$ cat src/rtl/core/aup_pkg.sv
`timescale 1ns / 1ps
// ----------------------------------------------------------------------------
// aup_pkg - shared types and constants for the alpha unpremultiply block
// Pixel width, lane count, divider depth and the per-lane result record.
// ----------------------------------------------------------------------------
package aup_pkg;

  localparam int PIX_W      = 8;
  localparam int NUM_LANES  = 4;
  localparam int LANE_IDX_W = 2;
  // one stage forms the numerator, then one stage per quotient bit
  localparam int Q_BITS     = PIX_W;
  localparam int LANE_STG   = Q_BITS + 1;
  localparam int REM_W      = 2 * PIX_W;

  localparam logic [PIX_W-1:0]      PIX_MAX         = 8'd255;
  localparam logic [LANE_IDX_W-1:0] ALPHA_POS_FIRST = 2'd0;
  localparam logic [LANE_IDX_W-1:0] ALPHA_POS_LAST  = 2'd3;

  typedef logic [PIX_W-1:0] pix_t;

  typedef struct packed {
    logic sat;
    pix_t quo;
    pix_t alpha;
  } lane_res_t;

endpackage

$ cat src/rtl/core/alpha_unpremultiply.sv
`timescale 1ns / 1ps
// ----------------------------------------------------------------------------
// alpha_unpremultiply - premultiplied to straight alpha pixel converter
//
// Input channel (in_*): one 32-bit pixel per item as four bytes plus an
// end-of-frame flag. Result channel (out_*): the converted pixel, alpha byte
// unchanged, colour bytes rounded (c*255 + a/2)/a, saturated at 255, zero
// when alpha is zero. Both channels use valid/stall; an item moves on a
// rising edge with valid high and stall low.
// cfg_wr_en writes cfg_alpha_at_first_byte: 0 puts alpha in byte 3, 1 in
// byte 0. Write it only while the block is empty.
// Pipeline: an accepted item loads the numerator stage, passes through
// eight divider stages, then reaches the output register.
// Throughput: one item per cycle while out_stall is low; the four lanes
// divide in parallel and each divider stage retires one quotient bit.
// Stall: a stalled result holds in the output register; items behind it
// close up bubbles, and in_stall rises only once all ten stages are full.
// Reset: synchronous, active low; empties the pipeline and clears the
// alpha position bit to byte 3.
// ----------------------------------------------------------------------------
module alpha_unpremultiply (
  input  logic clk,
  input  logic rst_n,
  input  logic cfg_wr_en,
  input  logic cfg_alpha_at_first_byte,
  input  logic in_valid,
  output logic in_stall,
  input  logic [7:0] in_pixel_byte_0,
  input  logic [7:0] in_pixel_byte_1,
  input  logic [7:0] in_pixel_byte_2,
  input  logic [7:0] in_pixel_byte_3,
  input  logic in_frame_end_in,
  output logic out_valid,
  input  logic out_stall,
  output logic [7:0] out_result_byte_0,
  output logic [7:0] out_result_byte_1,
  output logic [7:0] out_result_byte_2,
  output logic [7:0] out_result_byte_3,
  output logic out_frame_end_out
);
  import aup_pkg::*;

  logic                   cfg_alpha_first_r;
  logic [LANE_STG-1:0]    v_r;
  logic [LANE_STG-1:0]    v_nxt;
  logic [LANE_STG-1:0]    fe_r;
  logic                   out_valid_r;
  logic                   out_valid_nxt;
  logic [LANE_STG:0]      adv;
  pix_t [NUM_LANES-1:0]   pix_in;
  pix_t                   alpha_sel;
  lane_res_t [NUM_LANES-1:0] lane_res;
  pix_t [NUM_LANES-1:0]   result;

  always_ff @(posedge clk) begin
    if (!rst_n) begin
      cfg_alpha_first_r <= 1'b0;
    end else if (cfg_wr_en) begin
      cfg_alpha_first_r <= cfg_alpha_at_first_byte;
    end
  end

  // a stage advances when it is empty or the stage after it advances
  always_comb begin
    adv[LANE_STG] = !out_valid_r || !out_stall;
    for (int i = LANE_STG - 1; i >= 0; i--) begin
      adv[i] = !v_r[i] || adv[i+1];
    end
  end

  always_comb begin
    v_nxt = v_r;
    if (adv[0]) begin
      v_nxt[0] = in_valid;
    end
    for (int i = 1; i < LANE_STG; i++) begin
      if (adv[i]) begin
        v_nxt[i] = v_r[i-1];
      end
    end
    out_valid_nxt = adv[LANE_STG] ? v_r[LANE_STG-1] : out_valid_r;
  end

  always_ff @(posedge clk) begin
    if (!rst_n) begin
      v_r         <= '0;
      out_valid_r <= 1'b0;
    end else begin
      v_r         <= v_nxt;
      out_valid_r <= out_valid_nxt;
    end
  end

  // end-of-frame flag rides alongside the item
  always_ff @(posedge clk) begin
    if (adv[0]) begin
      fe_r[0] <= in_frame_end_in;
    end
    for (int i = 1; i < LANE_STG; i++) begin
      if (adv[i]) begin
        fe_r[i] <= fe_r[i-1];
      end
    end
  end

  assign pix_in[0] = in_pixel_byte_0;
  assign pix_in[1] = in_pixel_byte_1;
  assign pix_in[2] = in_pixel_byte_2;
  assign pix_in[3] = in_pixel_byte_3;
  assign alpha_sel = cfg_alpha_first_r ? pix_in[ALPHA_POS_FIRST] : pix_in[ALPHA_POS_LAST];

  for (genvar g = 0; g < NUM_LANES; g++) begin : g_lane
    aup_lane u_lane (
      .clk    (clk),
      .stg_en (adv[LANE_STG-1:0]),
      .colour (pix_in[g]),
      .alpha  (alpha_sel),
      .res    (lane_res[g])
    );
  end

  aup_merge u_merge (
    .clk           (clk),
    .load          (adv[LANE_STG]),
    .alpha_first   (cfg_alpha_first_r),
    .lane_res      (lane_res),
    .frame_end     (fe_r[LANE_STG-1]),
    .result        (result),
    .frame_end_out (out_frame_end_out)
  );

  assign in_stall          = !adv[0];
  assign out_valid         = out_valid_r;
  assign out_result_byte_0 = result[0];
  assign out_result_byte_1 = result[1];
  assign out_result_byte_2 = result[2];
  assign out_result_byte_3 = result[3];

  a_stall_only_when_full: assert property (@(posedge clk) disable iff (!rst_n)
    in_stall |-> ((&v_r) && out_valid_r))
    else $error("input stalled with a free pipeline stage");

  a_drain_empty: assert property (@(posedge clk) disable iff (!rst_n)
    (out_valid_r && !out_stall && !v_r[LANE_STG-1]) |=> !out_valid_r)
    else $error("result repeated after it was taken");

  a_zero_alpha_last: assert property (@(posedge clk) disable iff (!rst_n)
    (out_valid && !cfg_alpha_first_r && out_result_byte_3 == '0) |->
    (out_result_byte_0 == '0 && out_result_byte_1 == '0 && out_result_byte_2 == '0))
    else $error("zero alpha gave nonzero colour");

  a_zero_alpha_first: assert property (@(posedge clk) disable iff (!rst_n)
    (out_valid && cfg_alpha_first_r && out_result_byte_0 == '0) |->
    (out_result_byte_1 == '0 && out_result_byte_2 == '0 && out_result_byte_3 == '0))
    else $error("zero alpha gave nonzero colour");

endmodule

$ cat src/rtl/core/aup_lane.sv
`timescale 1ns / 1ps
// ----------------------------------------------------------------------------
// aup_lane - one colour lane
// Forms c*255 + a/2, flags quotients above 255, then runs a pipelined
// restoring divide by alpha that retires one quotient bit per stage.
// ----------------------------------------------------------------------------
module aup_lane (
  input  logic                             clk,
  input  logic [aup_pkg::LANE_STG-1:0]     stg_en,
  input  aup_pkg::pix_t                    colour,
  input  aup_pkg::pix_t                    alpha,
  output aup_pkg::lane_res_t               res
);
  import aup_pkg::*;

  logic [REM_W-1:0] rem_r   [LANE_STG];
  pix_t             alpha_r [LANE_STG];
  pix_t             quo_r   [LANE_STG];
  logic             sat_r   [LANE_STG];

  logic [REM_W-1:0] num;
  logic [REM_W-1:0] dvs_top;

  // c*255 = (c << 8) - c, plus half the divisor for round to nearest
  assign num     = ({colour, {PIX_W{1'b0}}} - REM_W'(colour)) + REM_W'(alpha >> 1);
  assign dvs_top = {alpha, {PIX_W{1'b0}}};

  always_ff @(posedge clk) begin
    if (stg_en[0]) begin
      rem_r[0]   <= num;
      alpha_r[0] <= alpha;
      quo_r[0]   <= '0;
      sat_r[0]   <= (num >= dvs_top);
    end
  end

  for (genvar k = 1; k < LANE_STG; k++) begin : g_div
    localparam int SH = Q_BITS - k;
    logic [REM_W-1:0] dvs;
    logic             take;

    assign dvs  = REM_W'(alpha_r[k-1]) << SH;
    assign take = (rem_r[k-1] >= dvs);

    always_ff @(posedge clk) begin
      if (stg_en[k]) begin
        rem_r[k]   <= take ? (rem_r[k-1] - dvs) : rem_r[k-1];
        quo_r[k]   <= {quo_r[k-1][PIX_W-2:0], take};
        alpha_r[k] <= alpha_r[k-1];
        sat_r[k]   <= sat_r[k-1];
      end
    end
  end

  assign res.sat   = sat_r[LANE_STG-1];
  assign res.quo   = quo_r[LANE_STG-1];
  assign res.alpha = alpha_r[LANE_STG-1];

endmodule

$ cat src/rtl/core/aup_merge.sv
`timescale 1ns / 1ps
// ----------------------------------------------------------------------------
// aup_merge - output stage
// Puts the alpha byte back in its slot, applies zero-alpha and saturation
// rules to the colour lanes, and registers the finished pixel.
// ----------------------------------------------------------------------------
module aup_merge (
  input  logic                                          clk,
  input  logic                                          load,
  input  logic                                          alpha_first,
  input  aup_pkg::lane_res_t [aup_pkg::NUM_LANES-1:0]   lane_res,
  input  logic                                          frame_end,
  output aup_pkg::pix_t      [aup_pkg::NUM_LANES-1:0]   result,
  output logic                                          frame_end_out
);
  import aup_pkg::*;

  logic [LANE_IDX_W-1:0]  apos;
  pix_t [NUM_LANES-1:0]   result_r;
  pix_t [NUM_LANES-1:0]   result_nxt;
  logic                   frame_end_r;

  assign apos = alpha_first ? ALPHA_POS_FIRST : ALPHA_POS_LAST;

  always_comb begin
    for (int k = 0; k < NUM_LANES; k++) begin
      if (LANE_IDX_W'(k) == apos) begin
        result_nxt[k] = lane_res[k].alpha;
      end else if (lane_res[k].alpha == '0) begin
        result_nxt[k] = '0;
      end else if (lane_res[k].sat) begin
        result_nxt[k] = PIX_MAX;
      end else begin
        result_nxt[k] = lane_res[k].quo;
      end
    end
  end

  always_ff @(posedge clk) begin
    if (load) begin
      result_r    <= result_nxt;
      frame_end_r <= frame_end;
    end
  end

  assign result        = result_r;
  assign frame_end_out = frame_end_r;

endmodule
$ cat config.mk
export PLATFORM = sky130hd
export DESIGN_NAME = alpha_unpremultiply
export DESIGN_NICKNAME = d
export VERILOG_FILES = /design/src/rtl/core/aup_pkg.sv /design/src/rtl/core/alpha_unpremultiply.sv /design/src/rtl/core/aup_lane.sv /design/src/rtl/core/aup_merge.sv
export SDC_FILE = /design/constraint.sdc
export NUM_CORES = 1
export LEC_CHECK = 0
export BUFFER_PORTS_ARGS = -buffer_cell sky130_fd_sc_hd__buf_4
export CAP_MARGIN = 20
export CORE_ASPECT_RATIO = 1.1
export CORE_UTILIZATION = 45
export DETAILED_ROUTE_END_ITERATION = 8
export PLACE_DENSITY = 0.68
export SLEW_MARGIN = 20
export SYNTH_ARGS = -nofsm -noshare
export SYNTH_HDL_FRONTEND = slang
export SYNTH_HIERARCHICAL = 1
export SYNTH_SLANG_ARGS = --single-unit
$ cat constraint.sdc
create_clock -name clk -period 14.5 [get_ports clk]
set_input_delay 2.175 -clock clk [delete_from_list [all_inputs] [get_ports clk]]
set_output_delay 2.175 -clock clk [all_outputs]
set_load 0.01 [all_outputs]
==> results.cfg <==
[sta]
fin_skew_ps = 19.2
setup-tns-final_ps = 0
worstMarginPinSlew_ps = 1030
max_freq_ghz = 0.171
fin_ws_ps = 8640
period_minus_slack_ps = 5860
grt_setup_unrepaired = no
fin_crit_sh = 0.404
final_max_slew_viol_count = 0
finalSetupViolations = 0
slew_headroom = 0.315
hold_slack_ps = 417
hold_viol = 0

[drt]
via_per_inst = 5.19
post_drt_wl_per_cell_um = 15.4
drt-initial-drc-count = 1715
firstDrtPassIters = 5
num_vias = 30191
wl_um = 89500
ant_nets = 0
drc_errors = 0

[worst_setup_path]
cp_cell_sequence = buf_4 > and4_1 > and3_1 > and3_1 > buf_4
crit_slowest_cell = and3_1
start_kind = input port
crit_arrival_ps = 3690
rrSetupSlack_ps = 9570
path_max_fanout = 6
end_kind = primary output
cpPeakStageDelay_ps = 590
worst-setup-path-type = in2out
cp.required_ps = 12320

[clock_tree]
insertion_delay_ps = 660
postCtsSetupBuffers = 0
h-tree-depth = 3
cts_resized = 0
ctsLongestPathBuffers = 3
cts_tree = done
cts.sinks = 1033
hold_buffers = 0
root_buffer = clkbuf_16
path_clk_slew_ps = 60
numCtsBuffers = 101

[min_path]
hp-class = reg2reg

[finish]
final_common_cell = edfxtp_1
area.growth.synth_to_final_pct = 10.1
layout_common_cells = edfxtp_1 (1,022), inv_1 (436), ha_1 (316)
fin_nets = 4596
drive_above_1_share = 0.0918

[floorplanning]
die_y_um = 358
dieArea_mm2 = 0.117
rows = 130
core_mm2 = 0.114
fp.dieW_um = 326
start_util = 0.454
io_pins = 74

[synth]
yosysTopAreaCell = edfxtp_1
synth-async-reset-ratio = 0
synth_edf_count = 1022
synth_fp_nets = 4518
syn_inst = 4131
synth_area_per_cell_um2 = 12.6
yosysSeqAreaShare = 0.596
netlist.area_leader.share = 0.592
synth-warning-count = 6
synth-seq-cells = 1033
ys_types = 107
synthFlopType = edfxtp_1
syn_area_mm2 = 0.0519
synth_area_leaders = edfxtp_1 (59%), ha_1 (7.6%), inv_1 (3.2%)

[placed_design]
place_ws_ps = 8170
dp_hpwl_um = 66300
gp_congestion = 0.880
io_buffer_count = 73

[grt]
grt_max_degree = 82
overflow = 0
grt_pass1_wl_um = 146000
antenna_found_initial = 2
grt_pass1_vias = 29322
grt_use_total = 0.152

[power]
irDropWorstVdd_mv = 0.0974
p_leak_nw = 22.5
power_density_mw_per_mm2 = 191

[outcome]
status = completed

[flow_run]
drv_cap = 0
## report_power, final
part           switching (W)  leakage [nW]  internal, W
Sequential          0.000481          10.6      0.00440
Clock                0.00108          1.64      0.00156
Combinational        0.00180          10.2      0.00158
Total                0.00336          22.5      0.00755
## metrics by stage
step           instances  total power [W]  instance area, um^2   util
2_1_floorplan       4131          0.00755                51900      -
3_3_place_gp        5621          0.00821                53700  0.470
3_5_place_dp        5623          0.00829                53700  0.470
4_1_cts             5810           0.0110                57100  0.500
5_1_grt             5813           0.0116                57100  0.500
6_report            5813           0.0109                57100  0.500
## path summary, 6_finish.rpt
path                                          startpoint                                endpoint  cells after the start
hold reg to reg   g_lane[3].u_lane/sat_r[0][7]$_DFFE_PP_  g_lane[3].u_lane/sat_r[0][8]$_DFFE_PP_                      0
setup / recovery                               out_stall                                in_stall                      5
setup reg to reg          cfg_alpha_first_r$_SDFFE_PN0P_  g_lane[0].u_lane/sat_r[0][0]$_DFFE_PP_                     14
hold / removal    g_lane[3].u_lane/sat_r[0][7]$_DFFE_PP_  g_lane[3].u_lane/sat_r[0][8]$_DFFE_PP_                      0
## routing by layer
| metal | global-route usage | vias up | share of wire |
|---|---|---|---|
| li1 | - | 15336 | - |
| met1 | 0.203 | 14179 | 0.47 |
| met2 | 0.253 | 512 | 0.46 |
| met3 | 0.0196 | 164 | 0.037 |
| met4 | 0.0582 | 0 | 0.029 |
| met5 | 0 | - | 0 |
## flip-flops by register name (all words and copies together), names as in the netlist
register,count
g_lane.u_lane/alpha_r,288
g_lane.u_lane/rem_r,512
g_lane.u_lane/sat_r,36
g_lane.u_lane/quo_r,144
out_valid,1
cfg_alpha_first_r,1
u_merge/result,32
u_merge/frame_end_out,1
v_r,9
fe_r,9
## cell usage after synthesis (19+ instances only)
cell,count
edfxtp_1,1022
inv_1,437
ha_1,316
nor2_1,241
nand2_1,229
o21ai_0,213
a21oi_1,176
xnor2_1,133
xor2_1,101
nor3_1,99
o21a_1,92
nor2b_1,80
buf_4,71
a21o_1,61
nand3_1,56
nor4_1,56
nand2b_1,54
o31ai_1,48
mux2_2,46
fa_1,32
a211oi_1,29
nand4_1,28
or3_1,28
o21ai_1,27
o31a_1,25
or4_1,22
clkbuf_1,21
or2_2,21
a21boi_0,20
a31oi_1,19
mux2i_1,19
o41ai_1,19
## cells by family after synthesis
group | share of synthesized area
AOI/OAI and AO/OA | 0.111
xor gates and xnor gates | 0.0395
adders and majority gates | 0.0886
buffers and inverters | 0.0476
DFF | 0.596
muxes | 0.0153
and+or+nand+nor | 0.102
## critical path: cells and delay by family
kind	cells	cell delay, ps
buffers and inverters	2	270
and+or+nand+nor	3	1230
## final cells by class
cell class                 instances  area, um^2
antenna                            2        5.00
multi-input combinational       2538       18600
tap                             1518        1900
clock inverter                    62         653
inverter                         445        1680
fill                            9791       57100
timing repair buffer              90         688
clock buffer                     125        2720
sequential                      1033       30900
Note: power is estimated with default switching activity, not from simulation.
